==> src/design/utf8d_pkg.sv <==
// Package for the UTF-8 decoder with replacement.
// Holds the constants, the lead byte decode function and the types shared by
// the step logic, the output burst stage and the top level.
package utf8d_pkg;

  localparam int ByteW     = 8;
  localparam int CpW       = 21;
  localparam int CntW      = 3;
  localparam int LenW      = 3;
  localparam int HeldW     = 2;
  localparam int TdataOutW = 24;

  localparam logic [CntW-1:0] MaxResults = 3'd4;

  localparam logic [CpW-1:0] ReplChar  = 21'h00FFFD;
  localparam logic [CpW-1:0] MaxScalar = 21'h10FFFF;
  localparam logic [CpW-1:0] SurrLo    = 21'h00D800;
  localparam logic [CpW-1:0] SurrHi    = 21'h00DFFF;
  localparam logic [CpW-1:0] Min2      = 21'h000080;
  localparam logic [CpW-1:0] Min3      = 21'h000800;
  localparam logic [CpW-1:0] Min4      = 21'h010000;

  localparam logic [ByteW-1:0] AsciiTop = 8'h80;
  localparam logic [ByteW-1:0] Lead2Lo  = 8'hC2;
  localparam logic [ByteW-1:0] Lead2Hi  = 8'hDF;
  localparam logic [ByteW-1:0] Lead3Lo  = 8'hE0;
  localparam logic [ByteW-1:0] Lead3Hi  = 8'hEF;
  localparam logic [ByteW-1:0] Lead4Lo  = 8'hF0;
  localparam logic [ByteW-1:0] Lead4Hi  = 8'hF4;

  localparam logic [1:0] ContTag = 2'b10;

  localparam logic [LenW-1:0] LenNone = 3'd0;
  localparam logic [LenW-1:0] Len2    = 3'd2;
  localparam logic [LenW-1:0] Len3    = 3'd3;
  localparam logic [LenW-1:0] Len4    = 3'd4;

  typedef struct packed {
    logic            is_ascii;
    logic            is_multi;
    logic [LenW-1:0] len;
    logic [CpW-1:0]  payload;
  } lead_t;

  typedef struct packed {
    logic [CntW-1:0] count;
    logic [CpW-1:0]  cp;
    logic            repl;
  } burst_t;

  function automatic lead_t lead_decode(input logic [ByteW-1:0] b);
    lead_t l;
    l = '0;
    if (b < AsciiTop) begin
      l.is_ascii = 1'b1;
      l.payload  = {{(CpW-ByteW){1'b0}}, b};
    end else if (b >= Lead2Lo && b <= Lead2Hi) begin
      l.is_multi = 1'b1;
      l.len      = Len2;
      l.payload  = {{(CpW-5){1'b0}}, b[4:0]};
    end else if (b >= Lead3Lo && b <= Lead3Hi) begin
      l.is_multi = 1'b1;
      l.len      = Len3;
      l.payload  = {{(CpW-4){1'b0}}, b[3:0]};
    end else if (b >= Lead4Lo && b <= Lead4Hi) begin
      l.is_multi = 1'b1;
      l.len      = Len4;
      l.payload  = {{(CpW-3){1'b0}}, b[2:0]};
    end
    return l;
  endfunction

endpackage

==> src/design/utf8d_step.sv <==
// Sequence state and per-byte decode for the UTF-8 decoder.
// Turns the registered byte and the pending sequence into a result burst.
// Depends on utf8d_pkg.
module utf8d_step (
  input  logic                         clk,
  input  logic                         rst,
  input  logic                         advance,
  input  logic [utf8d_pkg::ByteW-1:0]  in_byte,
  input  logic                         end_of_text,
  output utf8d_pkg::burst_t            result
);

  logic [utf8d_pkg::LenW-1:0]  expected_length;
  logic [utf8d_pkg::LenW-1:0]  expected_length_next;
  logic [utf8d_pkg::HeldW-1:0] bytes_held;
  logic [utf8d_pkg::HeldW-1:0] bytes_held_next;
  logic [utf8d_pkg::CpW-1:0]   partial_value;
  logic [utf8d_pkg::CpW-1:0]   partial_value_next;

  utf8d_pkg::lead_t           ld;
  utf8d_pkg::burst_t          lead_res;
  logic                       lead_opens;
  logic                       active;
  logic                       is_cont;
  logic [utf8d_pkg::LenW-1:0] held1;
  logic [utf8d_pkg::CpW-1:0]  val;
  logic                       val_ok;

  always_comb begin
    ld         = utf8d_pkg::lead_decode(in_byte);
    lead_opens = ld.is_multi && !end_of_text;
    lead_res   = '{count: 3'd0, cp: utf8d_pkg::ReplChar, repl: 1'b1};
    if (ld.is_ascii) begin
      lead_res = '{count: 3'd1, cp: ld.payload, repl: 1'b0};
    end else if (!lead_opens) begin
      lead_res.count = 3'd1;
    end

    active  = expected_length >= utf8d_pkg::Len2 && expected_length <= utf8d_pkg::Len4;
    is_cont = in_byte[7:6] == utf8d_pkg::ContTag;
    held1   = {1'b0, bytes_held} + 3'd1;
    val     = {partial_value[utf8d_pkg::CpW-7:0], in_byte[5:0]};

    val_ok = 1'b1;
    if (val > utf8d_pkg::MaxScalar) val_ok = 1'b0;
    if (val >= utf8d_pkg::SurrLo && val <= utf8d_pkg::SurrHi) val_ok = 1'b0;
    if (expected_length == utf8d_pkg::Len2 && val < utf8d_pkg::Min2) val_ok = 1'b0;
    if (expected_length == utf8d_pkg::Len3 && val < utf8d_pkg::Min3) val_ok = 1'b0;
    if (expected_length == utf8d_pkg::Len4 && val < utf8d_pkg::Min4) val_ok = 1'b0;

    expected_length_next = utf8d_pkg::LenNone;
    bytes_held_next      = '0;
    partial_value_next   = '0;
    result               = '{count: 3'd0, cp: utf8d_pkg::ReplChar, repl: 1'b1};

    if (!active) begin
      result = lead_res;
      if (lead_opens) begin
        expected_length_next = ld.len;
        bytes_held_next      = 2'd1;
        partial_value_next   = ld.payload;
      end
    end else if (is_cont) begin
      if (held1 >= expected_length) begin
        if (val_ok) begin
          result = '{count: 3'd1, cp: val, repl: 1'b0};
        end else begin
          result.count = expected_length;
        end
      end else if (end_of_text) begin
        result.count = held1;
      end else begin
        expected_length_next = expected_length;
        bytes_held_next      = held1[utf8d_pkg::HeldW-1:0];
        partial_value_next   = val;
      end
    end else begin
      result.count = {1'b0, bytes_held} + lead_res.count;
      if (lead_res.count != 3'd0) begin
        result.cp   = lead_res.cp;
        result.repl = lead_res.repl;
      end
      if (lead_opens) begin
        expected_length_next = ld.len;
        bytes_held_next      = 2'd1;
        partial_value_next   = ld.payload;
      end
    end
  end

  always_ff @(posedge clk) begin
    if (rst) begin
      expected_length <= utf8d_pkg::LenNone;
      bytes_held      <= '0;
      partial_value   <= '0;
    end else if (advance) begin
      expected_length <= expected_length_next;
      bytes_held      <= bytes_held_next;
      partial_value   <= partial_value_next;
    end
  end

endmodule

==> src/design/utf8d_burst.sv <==
// Output burst register of the UTF-8 decoder.
// Holds one byte's results and plays them out one word per handshake.
// Depends on utf8d_pkg.
module utf8d_burst (
  input  logic                             clk,
  input  logic                             rst,
  input  logic                             load,
  input  utf8d_pkg::burst_t                load_res,
  output logic                             free,
  output logic                             m_tvalid,
  input  logic                             m_tready,
  output logic [utf8d_pkg::TdataOutW-1:0]  m_tdata,   // [20:0] code_point, zero fill above
  output logic                             m_tuser,   // [0] replaced
  output logic                             m_tlast    // run_last
);

  logic [utf8d_pkg::CntW-1:0] remaining;
  logic [utf8d_pkg::CpW-1:0]  last_cp;
  logic                       last_repl;

  assign m_tvalid = remaining != '0;
  assign m_tlast  = remaining == 3'd1;
  assign free     = !m_tvalid || (m_tlast && m_tready);
  assign m_tdata  = {{(utf8d_pkg::TdataOutW-utf8d_pkg::CpW){1'b0}},
                     m_tlast ? last_cp : utf8d_pkg::ReplChar};
  assign m_tuser  = m_tlast ? last_repl : 1'b1;

  always_ff @(posedge clk) begin
    if (rst) begin
      remaining <= '0;
    end else if (load) begin
      remaining <= load_res.count;
    end else if (m_tvalid && m_tready) begin
      remaining <= remaining - 3'd1;
    end
  end

  always_ff @(posedge clk) begin
    if (load) begin
      last_cp   <= load_res.cp;
      last_repl <= load_res.repl;
    end
  end

endmodule

==> src/design/utf8_decoder_with_replacement.sv <==
// Top level of the UTF-8 decoder with replacement.
// Input register, step logic and output burst register.
// Depends on utf8d_pkg, utf8d_step and utf8d_burst.
//
// Usage:
//   Slave side takes one text byte per word: s_tdata holds the byte,
//   s_tlast marks the final byte of the text.
//   Master side gives one code point per word: m_tdata[20:0] holds it,
//   m_tuser is set when it is U+FFFD standing for invalid input, and m_tlast
//   marks the final code point caused by one input byte.
//   A byte that only extends a pending sequence gives no word.
// Timing:
//   A byte is accepted into the input register, decoded by the combinational step
//   logic, and its results are loaded into the output burst register once it is free.
//   One byte per cycle is sustained while every byte gives at most one code
//   point and m_tready is high; a byte giving several code points holds the
//   output burst register until the last is taken and the input waits for it.
//   When m_tready is low the burst register holds, then the input register
//   fills and s_tready drops.
// Reset:
//   rst clears the pending sequence and both registers; no word is pending.
module utf8_decoder_with_replacement (
  input  logic                             clk,
  input  logic                             rst,
  input  logic                             s_tvalid,
  output logic                             s_tready,
  input  logic [utf8d_pkg::ByteW-1:0]      s_tdata,   // [7:0] in_byte
  input  logic                             s_tlast,   // end_of_text
  output logic                             m_tvalid,
  input  logic                             m_tready,
  output logic [utf8d_pkg::TdataOutW-1:0]  m_tdata,   // [20:0] code_point, zero fill above
  output logic                             m_tuser,   // [0] replaced
  output logic                             m_tlast    // run_last
);

  logic                        in_valid;
  logic [utf8d_pkg::ByteW-1:0] in_byte;
  logic                        in_eot;
  logic                        free;
  logic                        load;
  utf8d_pkg::burst_t           step_res;

  assign load     = in_valid && free;
  assign s_tready = !in_valid || load;

  always_ff @(posedge clk) begin
    if (rst) begin
      in_valid <= 1'b0;
    end else if (s_tvalid && s_tready) begin
      in_valid <= 1'b1;
    end else if (load) begin
      in_valid <= 1'b0;
    end
  end

  always_ff @(posedge clk) begin
    if (s_tvalid && s_tready) begin
      in_byte <= s_tdata;
      in_eot  <= s_tlast;
    end
  end

  utf8d_step u_step (
    .clk         (clk),
    .rst         (rst),
    .advance     (load),
    .in_byte     (in_byte),
    .end_of_text (in_eot),
    .result      (step_res)
  );

  utf8d_burst u_burst (
    .clk      (clk),
    .rst      (rst),
    .load     (load),
    .load_res (step_res),
    .free     (free),
    .m_tvalid (m_tvalid),
    .m_tready (m_tready),
    .m_tdata  (m_tdata),
    .m_tuser  (m_tuser),
    .m_tlast  (m_tlast)
  );

  a_burst_bound: assert property (@(posedge clk) disable iff (rst)
    load |-> step_res.count <= utf8d_pkg::MaxResults)
    else $error("burst longer than four results");

  a_only_last_plain: assert property (@(posedge clk) disable iff (rst)
    m_tvalid && !m_tlast |-> m_tuser)
    else $error("non-final result is not a replacement");

  a_plain_is_scalar: assert property (@(posedge clk) disable iff (rst)
    m_tvalid && !m_tuser |->
      m_tdata[20:0] <= utf8d_pkg::MaxScalar &&
      (m_tdata[20:0] < utf8d_pkg::SurrLo || m_tdata[20:0] > utf8d_pkg::SurrHi))
    else $error("decoded value is not a scalar value");

  a_hold_when_blocked: assert property (@(posedge clk) disable iff (rst)
    in_valid && !free |=> in_valid && $stable(in_byte))
    else $error("input register lost a byte while output blocked");

endmodule

==> config.mk <==
export PLATFORM = sky130hd
export DESIGN_NAME = utf8_decoder_with_replacement
export DESIGN_NICKNAME = d
export VERILOG_FILES = /design/src/design/utf8d_pkg.sv /design/src/design/utf8d_step.sv /design/src/design/utf8d_burst.sv /design/src/design/utf8_decoder_with_replacement.sv
export SDC_FILE = /design/constraint.sdc
export NUM_CORES = 1
export LEC_CHECK = 0
export BUFFER_PORTS_ARGS = -buffer_cell sky130_fd_sc_hd__clkbuf_2
export CAP_MARGIN = 20
export CORE_MARGIN = 4
export CORE_UTILIZATION = 63
export CTS_BUF_LIST = sky130_fd_sc_hd__clkbuf_8
export DETAILED_ROUTE_END_ITERATION = 8
export PLACE_DENSITY_LB_ADDON = 0.3
export SLEW_MARGIN = 20
export SYNTH_ARGS = -nofsm -noshare
export SYNTH_HDL_FRONTEND = slang
export SYNTH_SLANG_ARGS = --single-unit
==> constraint.sdc <==
create_clock -name clk -period 7.6 [get_ports clk]
set_input_delay 1.52 -clock clk [delete_from_list [all_inputs] [get_ports clk]]
set_output_delay 1.52 -clock clk [all_outputs]
set_load 0.1 [all_outputs]
==> results_dict.tcl <==
set metrics [dict create \
    cts_setup_buffers 0 \
    num_rows 23 \
    post_synth_instance_area_um2 2760 \
    worst_slew_margin_relative_to_its_limit 0.380 \
    timing_hold_violations_final 0 \
    coreArea_um2 4120 \
    antenna_found_initial 0 \
    swShare 0.484 \
    path_clk_slew_ps 100 \
    worst-slew-pin-transition_ps 926 \
    dp.cells 344 \
    ctsResizeCount 0 \
    synth_enable_flop_cells 31 \
    synth.most_common_cell "sky130_fd_sc_hd__nand2_1" \
    port_buffers 37 \
    initial_core_util 0.670 \
    final_max_slew_viol_count 0 \
    worstPathMaxFanout 7 \
    synth_flop_type "sky130_fd_sc_hd__edfxtp_1" \
    endpoint_kind "primary output" \
    drt_wl_total_um 5580 \
    htree_levels 2 \
    rsz0062_at_grt "false" \
    yosys-top-cells-count "sky130_fd_sc_hd__nand2_1, sky130_fd_sc_hd__edfxtp_1, sky130_fd_sc_hd__dfxtp_1" \
    fin_crit_sh 0.508 \
    cts.sink_count 55 \
    worstReg2RegStart "u_burst.remaining[0]" \
    drt-pass1-iter-count 4 \
    yosys_warnings 0 \
    yosysTopAreaCell "sky130_fd_sc_hd__edfxtp_1" \
    synth_top_cell_area_share 0.338 \
    number_of_nets_in_the_final_layout 323 \
    route.vias.total 2160 \
    worst-setup-path-type "input port to primary output" \
    die_area_um2 5500 \
    ys_async_sr_fraction 0 \
    first_global_vias 1982 \
    postRouteAntennaNets 0 \
    syn_avg_cell_area_um2 10.4 \
    fin_setup_tns_ps 0 \
    num_cts_buffers 5 \
    dr.first_iter.drc_count 187 \
    final_layout_size_suffix_gt1_frac 0.189 \
    grt_first_pass_wirelength_um 9270 \
    antenna_cells_inserted 0 \
    combined_global_route_utilization_of_all_metal_layers 0.220 \
    hpwlAfterDp_um 3930 \
    fin_cells 352 \
    clk_root_buffer_cell "sky130_fd_sc_hd__clkbuf_8" \
    synth.distinct_cells 53 \
    drc 0 \
    power_density_nw_per_um2 355 \
    fmaxAchievable_ghz 0.259 \
    synth_area_leaders "sky130_fd_sc_hd__edfxtp_1, sky130_fd_sc_hd__dfxtp_1, sky130_fd_sc_hd__nand2_1" \
    worstHoldStart "u_step.partial_value[0]" \
    combPwrFrac 0.462 \
    cts_hold_buffers 0 \
    pwr-share-seq 0.360 \
    maximum_number_of_pins_on_one_net_before_global_route_repair 26 \
    power_leakage_nw 1.15 \
    vdd_ir_drop_max_mv 0.254 \
    timing.critical_path.from "m_tready" \
    cts_max_path_buffers 2 \
    fin_crit_ps 3860 \
    synthesis_to_finish_area_growth_pct 11.6 \
    cap_violations 0 \
    synth.yosys.seq_area_share 0.512 \
    gp_routability_congestion 0.861 \
    final_clock_skew_ps 10.3 \
    total_switching_power_mw 0.529 \
    finalSetupViolations 0 \
    worst_r2r_path_depth 8 \
    intPower_mw 0.563 \
    route.detailed.wl_per_inst_um 15.9 \
    timing.critical_path.arrival_ps 2340 \
    postSynthCellCount 266 \
    route.detailed.vias_per_inst 6.14 \
    min_path_cells 2 \
    clkLatencyLatePin_ps 310 \
    tritoncts_clock_tree "done" \
    layout.core_utilization 0.747 \
    run_status "finished clean" \
    dieHeight_um 74.1 \
    dieWidth_um 74.1 \
    gr-total-overflow 0 \
    ios 41 \
    worstSetupStartpointType "input port" \
    p_clk_frac 0.178 \
    ys_seq_elements 55 \
    critical_path_required_ps 6080 \
    worstHoldPathType "register to register" \
]
metal layers:
| metal | routed length (µm) | GRT usage | up-vias |
|---|---|---|---|
| li1 | - | - | 1030 |
| met2 | 2670 | 0.359 | 95 |
| met5 | 0 | 0 | - |
| met1 | 2330 | 0.283 | 1017 |
| met4 | 152 | 0.0885 | 0 |
| met3 | 429 | 0.0500 | 18 |
metrics by stage:
step	hold WS, ps	instance area [µm²]	setup slack [ps]	total power, mW
finish	487	3080	3740	1.09
global placement	455	2950	3460	0.890
CTS	485	3080	3740	1.09
detailed placement	468	2960	3740	0.905
floorplan	444	2760	3350	0.823
global route	516	3080	3700	1.14
flip-flops by register name (all words and copies together) (netlist names):
| name | flops |
|---|---|
| u_step.expected_length | 3 |
| u_burst.remaining | 3 |
| in_valid | 1 |
| u_step.bytes_held | 2 |
| in_byte | 8 |
| u_step.partial_value | 15 |
| u_burst.last_cp | 21 |
| u_burst.last_repl | 1 |
| in_eot | 1 |
logic make-up (layout without fill, tap and decap cells):
group                      Yosys count  after routing  share of synthesized area
buffers and inverters               24             58                     0.0400
other                                1              3                    0.00136
adders and majority gates            9              9                     0.0409
and+or+nand+nor                    103            103                      0.204
AOI/OAI and AO/OA                   68             68                      0.180
DFF                                 55             55                      0.512
xor gates and xnor gates             1              1                    0.00318
muxes                                5              5                     0.0182
power by group through the flow:
stage	Clock (mW)	Sequential, mW	Combinational, mW
after floorplan	0	0.388	0.434
after global placement	0	0.398	0.492
after detailed placement	0	0.400	0.505
after CTS	0.195	0.393	0.507
after global routing	0.210	0.398	0.535
final	0.194	0.394	0.505
critical path: stages:
cell and delay (ps):
sky130_fd_sc_hd__clkbuf_2 140, sky130_fd_sc_hd__nand2_1 90, sky130_fd_sc_hd__nand3_1 120, sky130_fd_sc_hd__clkbuf_2 470
area by class of cell:
cell class,count,area [µm²]
inverter,11,41.3
multi-input combinational,189,1240
tap,50,62.6
timing repair buffer,39,208
fill,288,1040
clock inverter,3,42.5
sequential,55,1410
clock buffer,5,68.8
path summary, 6_finish.rpt:
path / end / slack [ps]
max reg2reg: u_burst.remaining[1] / 4750
min reg2reg: u_step.partial_value[6] / 490
max: s_tready / 3740
min: u_step.partial_value[6] / 490
cells in the final DEF, fill, tap and decap left out, types with 4 or more instances in the layout:
master                     instances
sky130_fd_sc_hd__nor2b_1           4
sky130_fd_sc_hd__clkbuf_8          5
sky130_fd_sc_hd__nand2_1          36
sky130_fd_sc_hd__a32oi_1           4
sky130_fd_sc_hd__and3_1            5
sky130_fd_sc_hd__edfxtp_1         31
sky130_fd_sc_hd__clkbuf_2         37
sky130_fd_sc_hd__o21a_1            9
sky130_fd_sc_hd__ha_1              9
sky130_fd_sc_hd__nor2_1            9
sky130_fd_sc_hd__dfxtp_1          24
sky130_fd_sc_hd__a21oi_1          20
sky130_fd_sc_hd__inv_1            10
sky130_fd_sc_hd__mux2i_1           5
sky130_fd_sc_hd__nor3_1            4
sky130_fd_sc_hd__a31oi_1           7
sky130_fd_sc_hd__and2_1            8
sky130_fd_sc_hd__a21o_1            7
sky130_fd_sc_hd__nand2b_1         20
Note: power is estimated with default switching activity, not from simulation.
